File: src/rtl/core/dmmfb_pkg.sv
// Shared types and constants of the dual motor drive frame builder.
`timescale 1ns / 1ps

package dmmfb_pkg;

	// Modbus RTU write-single-register framing
	localparam logic [7:0]  FUNC_WRITE_SINGLE = 8'h06;
	localparam logic [7:0]  REG_HI            = 8'h20;
	localparam logic [15:0] CRC_INIT          = 16'hFFFF;
	localparam logic [15:0] CRC_POLY          = 16'hA001;
	localparam int          FRAME_BYTES       = 8;

	// Values written to the mode register
	localparam logic [3:0] MODE_FORWARD = 4'd1;
	localparam logic [3:0] MODE_REVERSE = 4'd2;
	localparam logic [3:0] MODE_BRAKE   = 4'd9;

	// Configuration register indexes
	localparam logic [1:0] CFG_LEFT_ADDR  = 2'd0;
	localparam logic [1:0] CFG_RIGHT_ADDR = 2'd1;
	localparam logic [1:0] CFG_SPEED_SCALE = 2'd2;

	localparam int QUEUE_DEPTH_DEF = 4;

	typedef enum logic [1:0] {
		DIR_UNKNOWN = 2'd0,
		DIR_FWD     = 2'd1,
		DIR_REV     = 2'd2
	} dir_t;

	// Current configuration, as seen by the front end
	typedef struct packed {
		logic [7:0] left_addr;
		logic [7:0] right_addr;
		logic [7:0] speed_scale;
	} cfg_t;

	// One frame to be serialized
	typedef struct packed {
		logic [7:0]  addr;
		logic        is_speed;
		logic [15:0] value;
		logic        last;
	} frame_desc_t;

endpackage

File: src/rtl/core/dmmfb_front.sv
// Front end: accepts commands, tracks drive directions and issues frame descriptors.
`timescale 1ns / 1ps

module dmmfb_front (
	input  logic                   clk,
	input  logic                   arst_n,
	input  logic                   in_valid,
	output logic                   in_ready,
	input  logic                   command,
	input  logic signed [13:0]     left_speed,
	input  logic signed [13:0]     right_speed,
	input  dmmfb_pkg::cfg_t        cfg,
	output logic                   push_valid,
	input  logic                   push_ready,
	output dmmfb_pkg::frame_desc_t push_data
);

	// |speed| * scale, saturated to 16 bits
	function automatic logic [15:0] scale_speed(input logic signed [13:0] s,
		input logic [7:0] k);
		logic [13:0] mag;
		logic [21:0] prod;
		mag  = s[13] ? 14'(-s) : 14'(s);
		prod = {8'b0, mag} * {14'b0, k};
		return (|prod[21:16]) ? 16'hFFFF : prod[15:0];
	endfunction

	// Slots: 0 left mode, 1 right mode, 2 left speed, 3 right speed
	logic [3:0]  mask_s1;
	logic [3:0]  mode_s1 [2];
	logic [15:0] speed_s1 [2];
	dmmfb_pkg::dir_t dir_l_q, dir_r_q;

	logic [1:0] sel_idx;
	logic [3:0] sel_onehot;
	logic [3:0] rest;
	logic       push_fire;
	logic       accept;
	dmmfb_pkg::dir_t want_l, want_r;
	logic [3:0] new_mask;

	// Pick the lowest pending slot
	always_comb begin
		if (mask_s1[0]) begin
			sel_idx = 2'd0;
		end else if (mask_s1[1]) begin
			sel_idx = 2'd1;
		end else if (mask_s1[2]) begin
			sel_idx = 2'd2;
		end else begin
			sel_idx = 2'd3;
		end
	end

	assign sel_onehot = 4'b0001 << sel_idx;
	assign rest       = mask_s1 & ~sel_onehot;
	assign push_valid = |mask_s1;
	assign push_fire  = push_valid && push_ready;
	assign in_ready   = (mask_s1 == 4'b0) || (push_fire && (rest == 4'b0));
	assign accept     = in_valid && in_ready;

	// Build the descriptor of the selected slot
	always_comb begin
		push_data.addr     = sel_idx[0] ? cfg.right_addr : cfg.left_addr;
		push_data.is_speed = sel_idx[1];
		push_data.value    = sel_idx[1] ? speed_s1[sel_idx[0]] : {12'b0, mode_s1[sel_idx[0]]};
		push_data.last     = (rest == 4'b0);
	end

	// Classify: zero on the left is forward, zero on the right is reverse
	always_comb begin
		want_l = left_speed[13] ? dmmfb_pkg::DIR_REV : dmmfb_pkg::DIR_FWD;
		want_r = (!right_speed[13] && (right_speed != 14'sd0)) ?
			dmmfb_pkg::DIR_FWD : dmmfb_pkg::DIR_REV;
		if (command) begin
			new_mask = 4'b0011;
		end else begin
			new_mask = {2'b11, (dir_r_q != want_r), (dir_l_q != want_l)};
		end
	end

	// Hold pending slots and direction state
	always_ff @(posedge clk or negedge arst_n) begin
		if (!arst_n) begin
			mask_s1 <= 4'b0;
			dir_l_q <= dmmfb_pkg::DIR_UNKNOWN;
			dir_r_q <= dmmfb_pkg::DIR_UNKNOWN;
		end else if (accept) begin
			mask_s1 <= new_mask;
			dir_l_q <= command ? dmmfb_pkg::DIR_UNKNOWN : want_l;
			dir_r_q <= command ? dmmfb_pkg::DIR_UNKNOWN : want_r;
		end else if (push_fire) begin
			mask_s1 <= rest;
		end
	end

	// Load slot payload on each accepted transaction
	always_ff @(posedge clk) begin
		if (accept) begin
			if (command) begin
				mode_s1[0] <= dmmfb_pkg::MODE_BRAKE;
				mode_s1[1] <= dmmfb_pkg::MODE_BRAKE;
			end else begin
				mode_s1[0] <= (want_l == dmmfb_pkg::DIR_FWD) ?
					dmmfb_pkg::MODE_FORWARD : dmmfb_pkg::MODE_REVERSE;
				mode_s1[1] <= (want_r == dmmfb_pkg::DIR_FWD) ?
					dmmfb_pkg::MODE_FORWARD : dmmfb_pkg::MODE_REVERSE;
			end
			speed_s1[0] <= scale_speed(left_speed, cfg.speed_scale);
			speed_s1[1] <= scale_speed(right_speed, cfg.speed_scale);
		end
	end

endmodule

File: src/rtl/core/dmmfb_fifo.sv
// Descriptor queue between the front end and the byte serializer.
`timescale 1ns / 1ps

module dmmfb_fifo #(
	parameter int DEPTH = dmmfb_pkg::QUEUE_DEPTH_DEF
) (
	input  logic                   clk,
	input  logic                   arst_n,
	input  logic                   push_valid,
	output logic                   push_ready,
	input  dmmfb_pkg::frame_desc_t push_data,
	output logic                   pop_valid,
	input  logic                   pop_ready,
	output dmmfb_pkg::frame_desc_t pop_data
);

	localparam int PTR_W = (DEPTH > 1) ? $clog2(DEPTH) : 1;
	localparam int CNT_W = $clog2(DEPTH + 1);
	localparam logic [PTR_W-1:0] PTR_MAX = PTR_W'(DEPTH - 1);
	localparam logic [CNT_W-1:0] CNT_FULL = CNT_W'(DEPTH);

	dmmfb_pkg::frame_desc_t mem_q [DEPTH];
	logic [PTR_W-1:0] wr_ptr_q, rd_ptr_q;
	logic [CNT_W-1:0] count_q;
	logic push_fire, pop_fire;

	assign push_ready = (count_q != CNT_FULL);
	assign pop_valid  = (count_q != '0);
	assign pop_data   = mem_q[rd_ptr_q];
	assign push_fire  = push_valid && push_ready;
	assign pop_fire   = pop_valid && pop_ready;

	// Advance pointers and occupancy
	always_ff @(posedge clk or negedge arst_n) begin
		if (!arst_n) begin
			wr_ptr_q <= '0;
			rd_ptr_q <= '0;
			count_q  <= '0;
		end else begin
			if (push_fire) begin
				wr_ptr_q <= (wr_ptr_q == PTR_MAX) ? '0 : wr_ptr_q + 1'b1;
			end
			if (pop_fire) begin
				rd_ptr_q <= (rd_ptr_q == PTR_MAX) ? '0 : rd_ptr_q + 1'b1;
			end
			if (push_fire && !pop_fire) begin
				count_q <= count_q + 1'b1;
			end else if (pop_fire && !push_fire) begin
				count_q <= count_q - 1'b1;
			end
		end
	end

	// Store entries
	always_ff @(posedge clk) begin
		if (push_fire) begin
			mem_q[wr_ptr_q] <= push_data;
		end
	end

endmodule

File: src/rtl/core/dmmfb_back.sv
// Back end: serializes frame descriptors into bytes with CRC-16/MODBUS.
`timescale 1ns / 1ps

module dmmfb_back (
	input  logic                   clk,
	input  logic                   arst_n,
	input  logic                   pop_valid,
	output logic                   pop_ready,
	input  dmmfb_pkg::frame_desc_t pop_data,
	output logic                   out_valid,
	input  logic                   out_ready,
	output logic [7:0]             frame_byte,
	output logic                   last_byte
);

	localparam int CNT_W = $clog2(dmmfb_pkg::FRAME_BYTES);
	localparam logic [CNT_W-1:0] IDX_ADDR  = CNT_W'(0);
	localparam logic [CNT_W-1:0] IDX_FUNC  = CNT_W'(1);
	localparam logic [CNT_W-1:0] IDX_REGH  = CNT_W'(2);
	localparam logic [CNT_W-1:0] IDX_REGL  = CNT_W'(3);
	localparam logic [CNT_W-1:0] IDX_VALH  = CNT_W'(4);
	localparam logic [CNT_W-1:0] IDX_VALL  = CNT_W'(5);
	localparam logic [CNT_W-1:0] IDX_CRCL  = CNT_W'(6);
	localparam logic [CNT_W-1:0] IDX_CRCH  = CNT_W'(7);

	// Fold one byte into the CRC, bit by bit
	function automatic logic [15:0] crc_step(input logic [15:0] c_in, input logic [7:0] b);
		logic [15:0] c;
		c = c_in ^ {8'b0, b};
		for (int k = 0; k < 8; k++) begin
			c = c[0] ? ((c >> 1) ^ dmmfb_pkg::CRC_POLY) : (c >> 1);
		end
		return c;
	endfunction

	dmmfb_pkg::frame_desc_t cur_q;
	logic             busy_q;
	logic [CNT_W-1:0] cnt_q;
	logic [15:0]      crc_q;
	logic             out_valid_q;
	logic [7:0]       frame_byte_q;
	logic             last_byte_q;

	logic       advance;
	logic       frame_end;
	logic       pop_fire;
	logic [7:0] byte_d;
	logic [15:0] crc_base;

	assign advance   = busy_q && (!out_valid_q || out_ready);
	assign frame_end = advance && (cnt_q == IDX_CRCH);
	assign pop_ready = !busy_q || frame_end;
	assign pop_fire  = pop_valid && pop_ready;
	assign crc_base  = (cnt_q == IDX_ADDR) ? dmmfb_pkg::CRC_INIT : crc_q;

	// Select the byte at the current frame position
	always_comb begin
		case (cnt_q)
			IDX_ADDR: byte_d = cur_q.addr;
			IDX_FUNC: byte_d = dmmfb_pkg::FUNC_WRITE_SINGLE;
			IDX_REGH: byte_d = dmmfb_pkg::REG_HI;
			IDX_REGL: byte_d = {7'b0, cur_q.is_speed};
			IDX_VALH: byte_d = cur_q.value[15:8];
			IDX_VALL: byte_d = cur_q.value[7:0];
			IDX_CRCL: byte_d = crc_q[7:0];
			IDX_CRCH: byte_d = crc_q[15:8];
			default:  byte_d = 8'h00;
		endcase
	end

	// Sequence bytes and drive the output register
	always_ff @(posedge clk or negedge arst_n) begin
		if (!arst_n) begin
			busy_q      <= 1'b0;
			cnt_q       <= '0;
			out_valid_q <= 1'b0;
		end else begin
			if (pop_fire) begin
				busy_q <= 1'b1;
				cnt_q  <= '0;
			end else if (frame_end) begin
				busy_q <= 1'b0;
			end else if (advance) begin
				cnt_q <= cnt_q + 1'b1;
			end
			if (advance) begin
				out_valid_q <= 1'b1;
			end else if (out_ready) begin
				out_valid_q <= 1'b0;
			end
		end
	end

	// Payload: descriptor, CRC accumulator and output byte
	always_ff @(posedge clk) begin
		if (pop_fire) begin
			cur_q <= pop_data;
		end
		if (advance && (cnt_q < IDX_CRCL)) begin
			crc_q <= crc_step(crc_base, byte_d);
		end
		if (advance) begin
			frame_byte_q <= byte_d;
			last_byte_q  <= cur_q.last && (cnt_q == IDX_CRCH);
		end
	end

	assign out_valid  = out_valid_q;
	assign frame_byte = frame_byte_q;
	assign last_byte  = last_byte_q;

endmodule

File: src/rtl/core/dual_motor_modbus_frame_builder.sv
// Top level: configuration registers, front end, descriptor queue and serializer.
//
//   channel  | handshake            | payload
//   ---------+----------------------+----------------------------------------
//   in       | in_valid / in_ready  | command, left_speed, right_speed
//   out      | out_valid / out_ready| frame_byte, last_byte
//   cfg      | cfg_we (no wait)     | cfg_index, cfg_data
//
// A command yields 2 to 4 frames of 8 bytes, one byte per cycle while out_ready
// is high. The front end takes a new command as soon as its last frame enters the
// queue, so commands follow without gaps. Reset clears directions to unknown and
// configuration to addresses 1 and 2, scale 15. An output stall backs up through
// the queue to in_ready.
`timescale 1ns / 1ps

module dual_motor_modbus_frame_builder #(
	parameter int QUEUE_DEPTH = dmmfb_pkg::QUEUE_DEPTH_DEF
) (
	input  logic              clk,
	input  logic              arst_n,
	input  logic              in_valid,
	output logic              in_ready,
	input  logic              command,
	input  logic signed [13:0] left_speed,
	input  logic signed [13:0] right_speed,
	output logic              out_valid,
	input  logic              out_ready,
	output logic [7:0]        frame_byte,
	output logic              last_byte,
	input  logic              cfg_we,
	input  logic [1:0]        cfg_index,
	input  logic [7:0]        cfg_data
);

	dmmfb_pkg::cfg_t        cfg_q;
	logic                   push_valid, push_ready;
	dmmfb_pkg::frame_desc_t push_data;
	logic                   pop_valid, pop_ready;
	dmmfb_pkg::frame_desc_t pop_data;

	// Write configuration registers; other indexes drop
	always_ff @(posedge clk or negedge arst_n) begin
		if (!arst_n) begin
			cfg_q.left_addr   <= 8'd1;
			cfg_q.right_addr  <= 8'd2;
			cfg_q.speed_scale <= 8'd15;
		end else if (cfg_we) begin
			case (cfg_index)
				dmmfb_pkg::CFG_LEFT_ADDR:   cfg_q.left_addr   <= cfg_data;
				dmmfb_pkg::CFG_RIGHT_ADDR:  cfg_q.right_addr  <= cfg_data;
				dmmfb_pkg::CFG_SPEED_SCALE: cfg_q.speed_scale <= cfg_data;
				default: ;
			endcase
		end
	end

	dmmfb_front u_front (
		.clk         (clk),
		.arst_n      (arst_n),
		.in_valid    (in_valid),
		.in_ready    (in_ready),
		.command     (command),
		.left_speed  (left_speed),
		.right_speed (right_speed),
		.cfg         (cfg_q),
		.push_valid  (push_valid),
		.push_ready  (push_ready),
		.push_data   (push_data)
	);

	dmmfb_fifo #(
		.DEPTH (QUEUE_DEPTH)
	) u_fifo (
		.clk        (clk),
		.arst_n     (arst_n),
		.push_valid (push_valid),
		.push_ready (push_ready),
		.push_data  (push_data),
		.pop_valid  (pop_valid),
		.pop_ready  (pop_ready),
		.pop_data   (pop_data)
	);

	dmmfb_back u_back (
		.clk        (clk),
		.arst_n     (arst_n),
		.pop_valid  (pop_valid),
		.pop_ready  (pop_ready),
		.pop_data   (pop_data),
		.out_valid  (out_valid),
		.out_ready  (out_ready),
		.frame_byte (frame_byte),
		.last_byte  (last_byte)
	);

	// An accepted command always leaves frames pending in the front end
	a_accept_issues: assert property (@(posedge clk) disable iff (!arst_n)
		(in_valid && in_ready) |=> push_valid)
		else $error("accepted command left no frame pending");

	// A brake command starts with a mode frame
	a_brake_mode: assert property (@(posedge clk) disable iff (!arst_n)
		(in_valid && in_ready && command) |=> (push_valid && !push_data.is_speed))
		else $error("brake did not start with a mode frame");

	// After the last frame of a command leaves, the front end is empty
	a_last_drains: assert property (@(posedge clk) disable iff (!arst_n)
		(push_valid && push_ready && push_data.last && !(in_valid && in_ready))
		|=> !push_valid)
		else $error("frames pending after last frame of a command");

	// A closing speed frame is addressed to the right drive
	a_last_is_speed: assert property (@(posedge clk) disable iff (!arst_n)
		(push_valid && push_data.last && push_data.is_speed) |-> push_data.addr == cfg_q.right_addr)
		else $error("closing speed frame not addressed to the right drive");

endmodule
File: config.mk
export PLATFORM = sky130hd
export DESIGN_NAME = dual_motor_modbus_frame_builder
export DESIGN_NICKNAME = d
export VERILOG_FILES = /design/src/rtl/core/dmmfb_pkg.sv /design/src/rtl/core/dmmfb_front.sv /design/src/rtl/core/dmmfb_fifo.sv /design/src/rtl/core/dmmfb_back.sv /design/src/rtl/core/dual_motor_modbus_frame_builder.sv
export SDC_FILE = /design/constraint.sdc
export NUM_CORES = 1
export LEC_CHECK = 0
export BUFFER_PORTS_ARGS = -buffer_cell sky130_fd_sc_hd__buf_2
export CAP_MARGIN = 15
export CORE_MARGIN = 3
export CORE_UTILIZATION = 28
export CTS_BUF_LIST = sky130_fd_sc_hd__clkbuf_16
export CTS_CLUSTER_DIAMETER = 40
export DETAILED_ROUTE_END_ITERATION = 16
export GPL_ROUTABILITY_DRIVEN = 1
export GPL_TIMING_DRIVEN = 0
export PLACE_DENSITY = 0.49
export SLEW_MARGIN = 20
export SYNTH_ARGS = -nofsm -noshare
export SYNTH_HDL_FRONTEND = slang
export SYNTH_SLANG_ARGS = --single-unit
export TNS_END_PERCENT = 50
File: constraint.sdc
create_clock -name clk -period 7.65 [get_ports clk]
set_clock_uncertainty 0.1 [all_clocks]
set_input_delay 0.765 -clock clk [delete_from_list [all_inputs] [get_ports clk]]
set_output_delay 0.765 -clock clk [all_outputs]
set_load 0.02 [all_outputs]
==> summary.txt <==
Status
  • Status: completed

Routing
  • DRT iter0 DRCs: 448
  • Residual DRC: 0
  • Wire length per cell: 17.1 um
  • ANT nets after route: 0
  • Post-detailed-routing wire length: 40.7 mm
  • DR vias/cell: 4.52
  • Drt pass-1 iters: 5
  • Vias post-DR: 10700

Global routing
  • Global-route wire length before repair: 65.4 mm
  • Largest net degree at the start of global routing: 45
  • GRT Overall Usage: 12.9%
  • Initial antenna violation count: 1
  • Grt ovf: 0
  • Vias in the first global route: 11700

Final layout
  • # diodes: 0
  • Share of layout cells above drive strength 1: 13.9%
  • Final core utilization: 32.8%
  • Nets@finish: 1858
  • Area growth, synth to finish: 15.3%
  • Post-route cell area: 19900 um^2

Timing
  • Tightest Pin Transition: 845 ps
  • Fin crit period: 7270 ps
  • F_max: 138 MHz
  • Hold Fails Final Rpt: 0
  • Worst rel slew slack: 42.1%
  • Final period util: 95.0%
  • Setup TNS: 0 ps
  • Final Max Slew Viols: 0
  • Final setup viols: 0

Clocking
  • Worst-case clock buffer depth: 3
  • Sink Count: 236
  • TritonCTS clock tree: yes
  • Worst skew pair latency: 550 ps
  • H-tree depth: 1
  • CTS buffer count: 30
  • Clk root buf: clkbuf_16
  • Worst-path clk slew: 50 ps

Yosys
  • Post-synth ARST share: 18.6%
  • Seq/Total Area, Yosys: 39.9%
  • Most frequent cells after synthesis: 192 x edfxtp_1, 191 x inv_1, 145 x fa_1
  • Synthesized area per cell: 11.7 um^2
  • Post-synth EDFFs: 192
  • Ys flop type: edfxtp_1
  • Most common cell in the netlist: edfxtp_1
  • Synth top area share: 33.5%
  • Seq cells post-synth: 236
  • Distinct cells, synth: 69
  • Synth warn: 0
  • Mapped Cells: 1475
  • Synth area leaders: edfxtp_1 33%, fa_1 17%, ha_1 7.1%
  • Biggest area consumer among synthesized cells: edfxtp_1
  • Syn nets: 1762
  • Mapped cell area: 17200 um^2

Placed design
  • Port-buffer cells: 53
  • Hpwl dp: 31.3 mm
  • Placed Instance Area: 18600 um^2
  • GPL Wtd Cong: 0.807

Worst setup path
  • CP max stage delay: 560 ps
  • CP max stage cell: fa_1
  • Most numerous cell on the critical path: fa_1
  • Max FO, Critical Path: 10
  • Critical R2R Launch: cfg_q[2]$_DFFE_PN1P_
  • CP startpoint kind: input pin
  • Crit path required time: 7820 ps
  • Worst R2R Setup Slack: 660 ps
  • CP arrival: 7440 ps
  • Setup CP Type: in -> reg
  • Crit end category: register
  • FF-to-FF path depth: 21
  • Reg2reg end: u_front.speed_s1[1][12]$_SDFFCE_PP1P_

Floorplan
  • Die W: 254 um
  • Vert. Die Dim: 254 um
  • Cell row count: 90
  • Initial Util: 28.4%
  • # IOs: 55
  • Total die area: 64500 um^2
  • Core area: 60600 um^2

Min path
  • Min-Delay Path Class: in -> async

Run
  • Number of max-cap violations: 0
==> worst max-delay path, delay by kind of cell <==
family                     cells  cell delay, ps
adders and majority gates      5            2400
buffers and inverters          6             650
AOI/OAI and AO/OA              4            1200
xor gates and xnor gates       1             240
and+or+nand+nor                9            2170
==> layer usage <==
metal	vias to the layer above	global-route usage [%]	part of all wire, %
met5	-	0	0
met4	0	2.49	1.6
met3	38	1.10	2.6
met2	156	23.4	51
met1	5418	16.9	45
li1	5130	-	-
==> flip-flops by register name, summed over array words and instances, names as in the netlist <==
signal,flops
u_fifo.rd_ptr_q,2
u_front.dir_l_q,2
u_back.cnt_q,3
u_fifo.count_q,3
u_back.frame_byte,8
u_front.speed_s1,32
u_back.last_byte,1
u_front.dir_r_q,2
u_back.busy_q,1
u_front.mask_s1,4
cfg_q,24
u_fifo.mem_q,104
u_back.cur_q,26
u_front.mode_s1,5
u_back.crc_q,16
u_back.out_valid,1
u_fifo.wr_ptr_q,2
==> cell usage in the layout (no fill, tap or decap), drive strengths merged, types with 3 or more instances in the layout <==
cell type and n:
inv 198, edfxtp 192, fa 145, nand2 116, ha 98, and2 87
nor2b 84, buf 72, clkbuf 71, nor2 58, o21ai 48, xnor2 47
a21oi 39, dfrtp 38, nand2b 36, mux2 36, xor2 32, mux4 26
mux2i 21, a21o 16, o21a 10, or2 10, nor3 9, clkinv 9
a22oi 7, bufinv 7, a222oi 6, dfstp 6, or3 5, o2111ai 5
nand3 5, nand3b 5, o21bai 5, o31ai 5, or4 3, nor4 3
nand4 3
==> cell type report <==
cell class | count | area (um^2)
Buffer | 49 | 189
Clock buffer | 30 | 751
Clock inverter | 25 | 357
Fill cell | 6193 | 40700
Inverter | 191 | 717
Multi-Input combinational cell | 999 | 9550
Sequential cell | 236 | 6870
Tap cell | 782 | 978
Timing Repair Buffer | 64 | 439
==> worst max path at each step <==
stage / startpoint / to / slack, ps / depth (start not counted)
detailed placement: right_speed[4] / u_front.speed_s1[1][14]$_SDFFCE_PP1P_ / -1320 / 24
floorplan: right_speed[6] / u_front.speed_s1[1][14]$_SDFFCE_PP1P_ / 230 / 23
CTS: right_speed[4] / u_front.speed_s1[1][14]$_SDFFCE_PP1P_ / 2 / 25
global route: right_speed[6] / u_front.speed_s1[1][12]$_SDFFCE_PP1P_ / -4 / 26
global placement: right_speed[4] / u_front.speed_s1[1][14]$_SDFFCE_PP1P_ / -1150 / 24
finish: right_speed[6] / u_front.speed_s1[1][12]$_SDFFCE_PP1P_ / 380 / 25
==> what timing repair did <==
item,CTS,global route
hold buffers,0,0
setup buffers,2,3
pin swaps,1,2
gates cloned,0,0
gates resized for setup,3,8
setup endpoints to repair,26,30
==> logic make-up after synthesis <==
kind of cell,share of synthesized area (%)
XOR/XNOR,4.39
multiplexers,7.00
adder cells (fa/ha/maj),24.0
flip-flops,39.9
AND/OR/NAND/NOR,13.2
AO/OA/AOI/OAI,6.15
buffers and inverters,5.26
==> stage by stage <==
stage          worst slack (ps)  hold slack [ps]  cells
2_1_floorplan               233              354   1475
3_3_place_gp              -1150              369   2310
3_5_place_dp              -1320              376   2316
4_1_cts                    1.57              163   2373
5_1_grt                   -3.88              175   2376
6_report                    380              151   2376
Power is not shown: default switching activity piles up to over one toggle a cycle in this logic, so the estimate is an artifact.
